$ cat src/hdl/pqk_pkg.sv
`timescale 1ns / 1ps
// ----------------------------------------------------------------------------
// pqk_pkg: shared types and constants for the process queue
// Widths, operation and status codes, and the request and result records
// passed between the front end, the back end and the top level.
// ----------------------------------------------------------------------------
package pqk_pkg;

  localparam int CAPACITY = 16;
  localparam int IDX_W    = $clog2(CAPACITY);
  localparam int OCC_W    = $clog2(CAPACITY + 1);
  localparam int COUNT_W  = 5;
  localparam int ID_W     = 16;
  localparam int HND_W    = 16;
  localparam int Q_DEPTH  = 2;
  localparam int QPTR_W   = $clog2(Q_DEPTH);
  localparam int QCNT_W   = $clog2(Q_DEPTH + 1);

  typedef enum logic [1:0] {
    OP_PUSH   = 2'd0,
    OP_POP    = 2'd1,
    OP_REMOVE = 2'd2,
    OP_FIND   = 2'd3
  } op_t;

  localparam logic [1:0] ST_OK   = 2'd0;
  localparam logic [1:0] ST_MISS = 2'd1;
  localparam logic [1:0] ST_FULL = 2'd2;

  typedef enum logic {
    BK_IDLE,
    BK_EXEC
  } bk_state_t;

  typedef struct packed {
    op_t              op;
    logic [ID_W-1:0]  key;
    logic [HND_W-1:0] hnd;
  } req_t;

  typedef struct packed {
    logic [1:0]         status;
    logic [HND_W-1:0]   handle;
    logic               empty;
    logic [COUNT_W-1:0] count;
  } res_t;

endpackage

$ cat src/hdl/pqk_front.sv
`timescale 1ns / 1ps
// ----------------------------------------------------------------------------
// pqk_front: request intake and decode
// Accepts requests, decodes the command code and holds them in a short
// queue until the back end is ready to carry them out.
// ----------------------------------------------------------------------------
module pqk_front (
  input  logic                       clk,
  input  logic                       rst_n,
  input  logic                       in_tvalid,
  output logic                       in_tready,
  input  logic [1:0]                 in_tuser,
  input  logic [31:0]                in_tdata,
  output logic                       q_valid,
  input  logic                       q_pop,
  output pqk_pkg::req_t              q_req
);

  pqk_pkg::req_t                   slot_r [pqk_pkg::Q_DEPTH];
  logic [pqk_pkg::QPTR_W-1:0]      wr_ptr_r, wr_ptr_nxt;
  logic [pqk_pkg::QPTR_W-1:0]      rd_ptr_r, rd_ptr_nxt;
  logic [pqk_pkg::QCNT_W-1:0]      cnt_r, cnt_nxt;
  logic                            push;
  pqk_pkg::req_t                   dec;

  // Decode the incoming request into the internal record.
  always_comb begin
    dec.op  = pqk_pkg::op_t'(in_tuser);
    dec.key = in_tdata[15:0];
    dec.hnd = in_tdata[31:16];
  end

  assign in_tready = (cnt_r != pqk_pkg::QCNT_W'(pqk_pkg::Q_DEPTH));
  assign push      = in_tvalid && in_tready;
  assign q_valid   = (cnt_r != '0);
  assign q_req     = slot_r[rd_ptr_r];

  always_comb begin
    wr_ptr_nxt = wr_ptr_r;
    rd_ptr_nxt = rd_ptr_r;
    cnt_nxt    = cnt_r;
    if (push) begin
      wr_ptr_nxt = (wr_ptr_r == pqk_pkg::QPTR_W'(pqk_pkg::Q_DEPTH - 1)) ? '0 : wr_ptr_r + 1'b1;
    end
    if (q_pop) begin
      rd_ptr_nxt = (rd_ptr_r == pqk_pkg::QPTR_W'(pqk_pkg::Q_DEPTH - 1)) ? '0 : rd_ptr_r + 1'b1;
    end
    if (push && !q_pop) begin
      cnt_nxt = cnt_r + 1'b1;
    end else if (!push && q_pop) begin
      cnt_nxt = cnt_r - 1'b1;
    end
  end

  always_ff @(posedge clk) begin
    if (!rst_n) begin
      wr_ptr_r <= '0;
      rd_ptr_r <= '0;
      cnt_r    <= '0;
    end else begin
      wr_ptr_r <= wr_ptr_nxt;
      rd_ptr_r <= rd_ptr_nxt;
      cnt_r    <= cnt_nxt;
    end
  end

  always_ff @(posedge clk) begin
    if (push) begin
      slot_r[wr_ptr_r] <= dec;
    end
  end

endmodule

$ cat src/hdl/pqk_back.sv
`timescale 1ns / 1ps
// ----------------------------------------------------------------------------
// pqk_back: entry cells and command execution
// Holds the ordered entries in a row of cells, matches the key against all
// of them at once, then from the registered match pushes, shifts out or reports.
// ----------------------------------------------------------------------------
module pqk_back (
  input  logic          clk,
  input  logic          rst_n,
  input  logic          q_valid,
  output logic          q_pop,
  input  pqk_pkg::req_t q_req,
  output logic          res_valid,
  input  logic          res_ready,
  output pqk_pkg::res_t res
);

  localparam int CAP = pqk_pkg::CAPACITY;

  logic [pqk_pkg::ID_W-1:0]  ids_r  [CAP];
  logic [pqk_pkg::HND_W-1:0] hnds_r [CAP];
  logic [pqk_pkg::OCC_W-1:0] occ_r, occ_nxt;

  pqk_pkg::bk_state_t state_r, state_nxt;
  pqk_pkg::req_t      req_r;
  logic [CAP-1:0]     first_r, shift_r;
  logic               hit_r;

  logic               res_valid_r, res_valid_nxt;
  pqk_pkg::res_t      res_r, res_nxt;

  logic [CAP-1:0]            match, first_c, shift_c;
  logic                      seen;
  logic                      exec, full, do_push, do_take;
  logic [pqk_pkg::HND_W-1:0] sel_hnd;

  // Match every live cell against the key (for pop, the head cell if any); keep
  // the oldest hit and the mask of cells at or after it, the ones that shift on removal.
  always_comb begin
    match = '0;
    if (q_req.op == pqk_pkg::OP_POP) begin
      match[0] = (occ_r != '0);
    end else begin
      for (int i = 0; i < CAP; i++) begin
        match[i] = (pqk_pkg::OCC_W'(i) < occ_r) && (ids_r[i] == q_req.key);
      end
    end
    seen    = 1'b0;
    first_c = '0;
    shift_c = '0;
    for (int i = 0; i < CAP; i++) begin
      first_c[i] = match[i] && !seen;
      seen       = seen || match[i];
      shift_c[i] = seen;
    end
  end

  always_comb begin
    sel_hnd = '0;
    for (int i = 0; i < CAP; i++) begin
      sel_hnd = sel_hnd | (hnds_r[i] & {pqk_pkg::HND_W{first_r[i]}});
    end
  end

  assign exec    = (state_r == pqk_pkg::BK_EXEC);
  assign full    = (occ_r == pqk_pkg::OCC_W'(CAP));
  assign do_push = exec && (req_r.op == pqk_pkg::OP_PUSH) && !full;
  assign do_take = exec && hit_r &&
                   ((req_r.op == pqk_pkg::OP_POP) || (req_r.op == pqk_pkg::OP_REMOVE));

  always_comb begin
    state_nxt     = state_r;
    q_pop         = 1'b0;
    occ_nxt       = occ_r;
    res_nxt       = res_r;
    res_valid_nxt = res_valid_r && !res_ready;
    case (state_r)
      pqk_pkg::BK_IDLE: begin
        // Start only when the result register is free by the time we finish.
        if (q_valid && (!res_valid_r || res_ready)) begin
          q_pop     = 1'b1;
          state_nxt = pqk_pkg::BK_EXEC;
        end
      end
      pqk_pkg::BK_EXEC: begin
        if (do_push) begin
          occ_nxt = occ_r + 1'b1;
        end else if (do_take) begin
          occ_nxt = occ_r - 1'b1;
        end
        if (req_r.op == pqk_pkg::OP_PUSH) begin
          res_nxt.status = full ? pqk_pkg::ST_FULL : pqk_pkg::ST_OK;
          res_nxt.handle = '0;
        end else begin
          res_nxt.status = hit_r ? pqk_pkg::ST_OK : pqk_pkg::ST_MISS;
          res_nxt.handle = sel_hnd;
        end
        res_nxt.empty  = (occ_nxt == '0);
        res_nxt.count  = pqk_pkg::COUNT_W'(occ_nxt);
        res_valid_nxt  = 1'b1;
        state_nxt      = pqk_pkg::BK_IDLE;
      end
      default: begin
        state_nxt = pqk_pkg::BK_IDLE;
      end
    endcase
  end

  always_ff @(posedge clk) begin
    if (!rst_n) begin
      state_r     <= pqk_pkg::BK_IDLE;
      occ_r       <= '0;
      res_valid_r <= 1'b0;
    end else begin
      state_r     <= state_nxt;
      occ_r       <= occ_nxt;
      res_valid_r <= res_valid_nxt;
    end
  end

  always_ff @(posedge clk) begin
    res_r <= res_nxt;
    if (q_pop) begin
      req_r   <= q_req;
      first_r <= first_c;
      shift_r <= shift_c;
      hit_r   <= |match;
    end
  end

  // Entry cells: push writes at the tail, removal shifts younger cells down.
  always_ff @(posedge clk) begin
    if (do_push) begin
      ids_r[occ_r[pqk_pkg::IDX_W-1:0]]  <= req_r.key;
      hnds_r[occ_r[pqk_pkg::IDX_W-1:0]] <= req_r.hnd;
    end else if (do_take) begin
      for (int i = 0; i < CAP - 1; i++) begin
        if (shift_r[i]) begin
          ids_r[i]  <= ids_r[i + 1];
          hnds_r[i] <= hnds_r[i + 1];
        end
      end
    end
  end

  assign res_valid = res_valid_r;
  assign res       = res_r;

endmodule

$ cat src/hdl/process_queue_with_keyed_removal.sv
`timescale 1ns / 1ps
// ----------------------------------------------------------------------------
// process_queue_with_keyed_removal: ordered process queue with keyed removal
// Up to sixteen entries of process id and handle, kept oldest first. Push,
// pop head, remove by id and find by id; one result for every request.
// ----------------------------------------------------------------------------
//
//  Channel  Direction  tdata (lowest bit first)                 tuser
//  in_      request    proc_id[15:0], handle[31:16]             cmd[1:0]
//  out_     result     out_handle[15:0], is_empty[16],          status[1:0]
//                      count[21:17], zero pad[23:22]
//
// In the back end each request is first compared with every entry cell at once
// to pick the oldest match; then the entry is pushed, the younger entries are
// shifted down or the result is reported. The back end does not take a new
// request until it has finished the one before.
// A two-request queue in front lets new requests be accepted while the back
// end works or while a result waits in the output register.
// Reset is synchronous and active low; it empties the queue at once. Entry
// storage is not cleared, as only entries below the count are ever read.
// A stalled result holds the back end, and the front queue then fills.
// ----------------------------------------------------------------------------
module process_queue_with_keyed_removal (
  input  logic        clk,
  input  logic        rst_n,
  input  logic        in_tvalid,
  output logic        in_tready,
  input  logic [31:0] in_tdata,   // proc_id[15:0], handle[31:16]
  input  logic [1:0]  in_tuser,   // cmd[1:0]
  output logic        out_tvalid,
  input  logic        out_tready,
  output logic [23:0] out_tdata,  // out_handle[15:0], is_empty[16], count[21:17]
  output logic [1:0]  out_tuser   // status[1:0]
);

  // Link between the front queue and the back end.
  logic          q_valid;
  logic          q_pop;
  pqk_pkg::req_t q_req;

  // Result record from the back end's output register.
  pqk_pkg::res_t res;

  // The front end decodes each request and queues it.
  pqk_front u_front (
    .clk       (clk),
    .rst_n     (rst_n),
    .in_tvalid (in_tvalid),
    .in_tready (in_tready),
    .in_tuser  (in_tuser),
    .in_tdata  (in_tdata),
    .q_valid   (q_valid),
    .q_pop     (q_pop),
    .q_req     (q_req)
  );

  // The back end holds the entries and carries out one request at a time.
  pqk_back u_back (
    .clk       (clk),
    .rst_n     (rst_n),
    .q_valid   (q_valid),
    .q_pop     (q_pop),
    .q_req     (q_req),
    .res_valid (out_tvalid),
    .res_ready (out_tready),
    .res       (res)
  );

  // Pack the result; the top two bits are padding to a whole byte.
  assign out_tdata = {2'b00, res.count, res.empty, res.handle};
  assign out_tuser = res.status;

`ifndef SYNTHESIS
  // A refused push can only happen with the queue holding every entry.
  a_full_count: assert property (@(posedge clk) disable iff (!rst_n)
    out_tvalid && (out_tuser == pqk_pkg::ST_FULL) |->
      (out_tdata[21:17] == pqk_pkg::COUNT_W'(pqk_pkg::CAPACITY)))
    else $error("full status reported with queue not full");

  // A miss or a refused push never carries a handle.
  a_miss_handle: assert property (@(posedge clk) disable iff (!rst_n)
    out_tvalid && (out_tuser != pqk_pkg::ST_OK) |-> (out_tdata[15:0] == 16'd0))
    else $error("handle returned on a failed request");

  // The empty flag agrees with the count.
  a_empty_count: assert property (@(posedge clk) disable iff (!rst_n)
    out_tvalid |-> (out_tdata[16] == (out_tdata[21:17] == 5'd0)))
    else $error("empty flag disagrees with count");

  // A miss reported with a count of zero also shows the empty flag.
  a_pop_miss: assert property (@(posedge clk) disable iff (!rst_n)
    out_tvalid && (out_tuser == pqk_pkg::ST_MISS) && (out_tdata[21:17] == 5'd0) |->
      out_tdata[16])
    else $error("miss with zero count but not empty");
`endif

endmodule

$ cat config.mk
export PLATFORM = sky130hd
export DESIGN_NAME = process_queue_with_keyed_removal
export DESIGN_NICKNAME = d
export VERILOG_FILES = /design/src/hdl/pqk_pkg.sv /design/src/hdl/pqk_front.sv /design/src/hdl/pqk_back.sv /design/src/hdl/process_queue_with_keyed_removal.sv
export SDC_FILE = /design/constraint.sdc
export NUM_CORES = 1
export LEC_CHECK = 0
export BUFFER_PORTS_ARGS = -buffer_cell sky130_fd_sc_hd__buf_2
export CAP_MARGIN = 20
export CORE_UTILIZATION = 63
export CTS_CLUSTER_SIZE = 24
export DETAILED_ROUTE_END_ITERATION = 7
export GPL_ROUTABILITY_DRIVEN = 0
export PLACE_DENSITY = 0.8
export RECOVER_POWER = 50
export SLEW_MARGIN = 0
export SYNTH_ARGS = -nofsm -noshare
export SYNTH_HDL_FRONTEND = slang
export SYNTH_SLANG_ARGS = --single-unit
$ cat constraint.sdc
create_clock -name clk -period 6.2 [get_ports clk]
set_input_delay 1.24 -clock clk [delete_from_list [all_inputs] [get_ports clk]]
set_output_delay 1.24 -clock clk [all_outputs]
set_load 0.02 [all_outputs]
==> flow_metrics.tcl <==
set metrics [dict create \
    holdWs_ps 546 \
    crit_required_ps 6400 \
    worstRegToRegCells 9 \
    fp.coreArea_um2 51200 \
    start_util_pct 63.7 \
    hold_depth 2 \
    worstSetupEndpointType "flop" \
    yosys.cell_count.top_type "edfxtp_1" \
    drive_gt1_share_pct 30.8 \
    grt_pass1_wl_mm 140 \
    min_path_type "reg -> reg" \
    clock_path_buffers 3 \
    wl_per_cell_um 33.4 \
    synth_ff_type "edfxtp_1" \
    gr-usage-all-layers_pct 37.0 \
    yosysWarnings 0 \
    first_global_vias 21000 \
    vias 20700 \
    nets 2216 \
    fmax_mhz 189 \
    power.leakage_nw 11.6 \
    dp_hpwl_mm 62.1 \
    cts_root_buffer "clkbuf_16" \
    synth_area_leaders "edfxtp_1 62%, mux2_2 17%, xnor2_1 6.6%, nor4_1 1.3%, a221oi_1 1.3%" \
    max_stage_delay_ps 1480 \
    synth_async_sr_flop_share_pct 0 \
    path_cells "inv_1, ha_1, clkbuf_1, nand2_1, a31oi_1, nor2_2, nand2_2, nand2_1, clkbuf_1" \
    slew-limit-headroom_pct -105 \
    port-buffer-count 63 \
    yosys_register_bits 681 \
    worstPathMaxFanout 22 \
    max-vdd-ir-drop_uv 283 \
    synth_top_area_cell "edfxtp_1" \
    synth-edff-count 669 \
    path_clk_slew_ps 60 \
    postSynthCellCount 2138 \
    firstDrtPassIters 8 \
    h-tree-depth 3 \
    syn_to_final_growth_pct 9.43 \
    crit_slowest_cell "clkbuf_1" \
    fin_crit_sh_pct 85.5 \
    antenna_found_initial 2 \
    maxSlewViolCount 243 \
    grt_setup_unrepaired "false" \
    core.rowCount 83 \
    drt_iter0_markers 3026 \
    arrival_ps 5500 \
    grt_start_max_net_pins 53 \
    setup_viol 0 \
    violations "design-rule violations, max-capacitance violations, max-slew violations" \
    hold_viol_final 0 \
    syn_avg_cell_area_um2 15.3 \
    fp.dieW_um 230 \
    finalCriticalPeriod_ps 5300 \
    crit_type "reg -> reg" \
    num_io_pins 66 \
    numClockSinks 681 \
    drc 2 \
    cts_setup_buffers 0 \
    cts_hold_buffers 0 \
    worst_setup_path_start_kind "flop" \
    dieArea_um2 52700 \
    die_h_um 230 \
    cts_buffers 70 \
    ys_top_cells_by_count "669 x edfxtp_1, 498 x mux2_2, 245 x xnor2_1" \
    cts-resized-gates 0 \
    fillers 3317 \
    cap_violations 9 \
    status "finished, violations left" \
    cts_tree "built" \
    worst_pin_slew_ps 3070 \
    netlist_area_um2 32600 \
    yosysSeqAreaShare_pct 62.3 \
    wirelength_mm 96.9 \
    power_density_nw_per_um2 438 \
    insertion_delay_ps 630 \
    ys_types 58 \
    fin_worst_skew_ps 21.4 \
    synth_top_area_share_pct 61.6 \
    grt_overflow 0 \
    routed_via_density 7.13 \
    antenna_left 0 \
    fin_tns_setup_ps 0 \
]
[critical path, delay by kind of cell (launching register included)]
family                     cells  cell delay (ps)
DFF                            1              320
AOI/OAI and AO/OA              1              150
buffers and inverters          3             2150
adders and majority gates      1              180
and+or+nand+nor                4             2050
[logic make-up after synthesis]
family,Yosys count,share of synthesized area (%)
AO/OA/AOI/OAI,184,4.45
multiplexers,514,18.1
buffers and inverters,177,2.47
AND/OR/NAND/NOR,312,5.38
other,1,0.0115
adder cells (fa/ha/maj),7,0.268
XOR/XNOR,262,7.03
flip-flops,681,62.3
[registers in the layout, summed over array words and instances (netlist names), 2 cells and up, named ones only]
name / cells
u_back.ids_r: 256
u_back.res: 24
u_back.hnds_r: 256
u_back.occ_r: 5
u_front.slot_r: 68
u_front.cnt_r: 2
u_back.first_r: 15
u_back.shift_r: 15
u_back.req_r: 34
[cell usage in the layout, fill, tap and decap left out, types with 6 or more instances in the layout]
cell type    n
a22oi_1     32
clkinv_1    21
dfxtp_1     12
and4_1       6
xnor2_1    245
and2_0       7
nand3_1     35
nor3_1      21
buf_4       23
a31oi_1     18
o21ai_0      7
and2_1       6
nor4_1      70
clkbuf_1    67
nand2_1     45
mux2_1       8
inv_1       26
a221oi_1    48
a21oi_1      9
clkbuf_16   74
edfxtp_1   669
buf_2       18
a22o_1      48
clkinv_2     7
and3_1      18
xor2_1      17
nand2_2     18
ha_1         7
clkbuf_2     9
nand4_1      9
mux2i_4     10
nor2_1      37
mux2_2     490
[metrics by stage]
| step | util (%) | worst slack (ps) | cell area, µm² | power, mW | cells |
|---|---|---|---|---|---|
| finish | 69.7 | 901 | 35700 | 15.6 | 2905 |
| global route | 69.7 | 889 | 35700 | 16.0 | 2904 |
| CTS | 70.0 | 1790 | 35900 | 15.5 | 2902 |
| detailed placement | 65.8 | 1810 | 33700 | 11.5 | 2777 |
| global placement | 65.5 | 1810 | 33500 | 11.4 | 2770 |
| floorplan | - | 1690 | 32600 | 9.94 | 2139 |
[worst paths after layout]
path	startpoint	end	slack (ps)
hold reg to reg	u_front.cnt_r[1]$_SDFFE_PN0P_	u_front.cnt_r[1]$_SDFFE_PN0P_	550
hold / removal	u_front.cnt_r[1]$_SDFFE_PN0P_	u_front.cnt_r[1]$_SDFFE_PN0P_	550
setup reg to reg	u_back.req_r[32]$_DFFE_PP_	u_back.ids_r[12][7]$_DFFE_PP_	900
setup / recovery	u_back.req_r[32]$_DFFE_PP_	u_back.ids_r[12][7]$_DFFE_PP_	900
[layout make-up]
type,count,area [µm²],area share [%]
sequential,681,20300,56.9
multi-input combinational,1281,11600,32.4
clock buffer,90,1910,5.35
tap,680,851,2.38
timing repair buffer,109,682,1.91
clock inverter,35,245,0.687
inverter,28,105,0.294
antenna,1,2.50,0.00701
[per-layer routing]
metal,global-route usage [%],part of all wire [%]
met2,58.2,46
met1,44.2,34
met4,29.0,9.5
met5,0,0
met3,8.57,10
[power breakdown]
group	switching (mW)	leakage (nW)	internal [mW]	total [mW]
logic	2.38	4.37	1.97	4.36
registers	1.03	6.19	6.19	7.23
clock network	1.76	1.05	2.30	4.06
total	5.18	11.6	10.5	15.6
(Power assumes the default switching activity.)
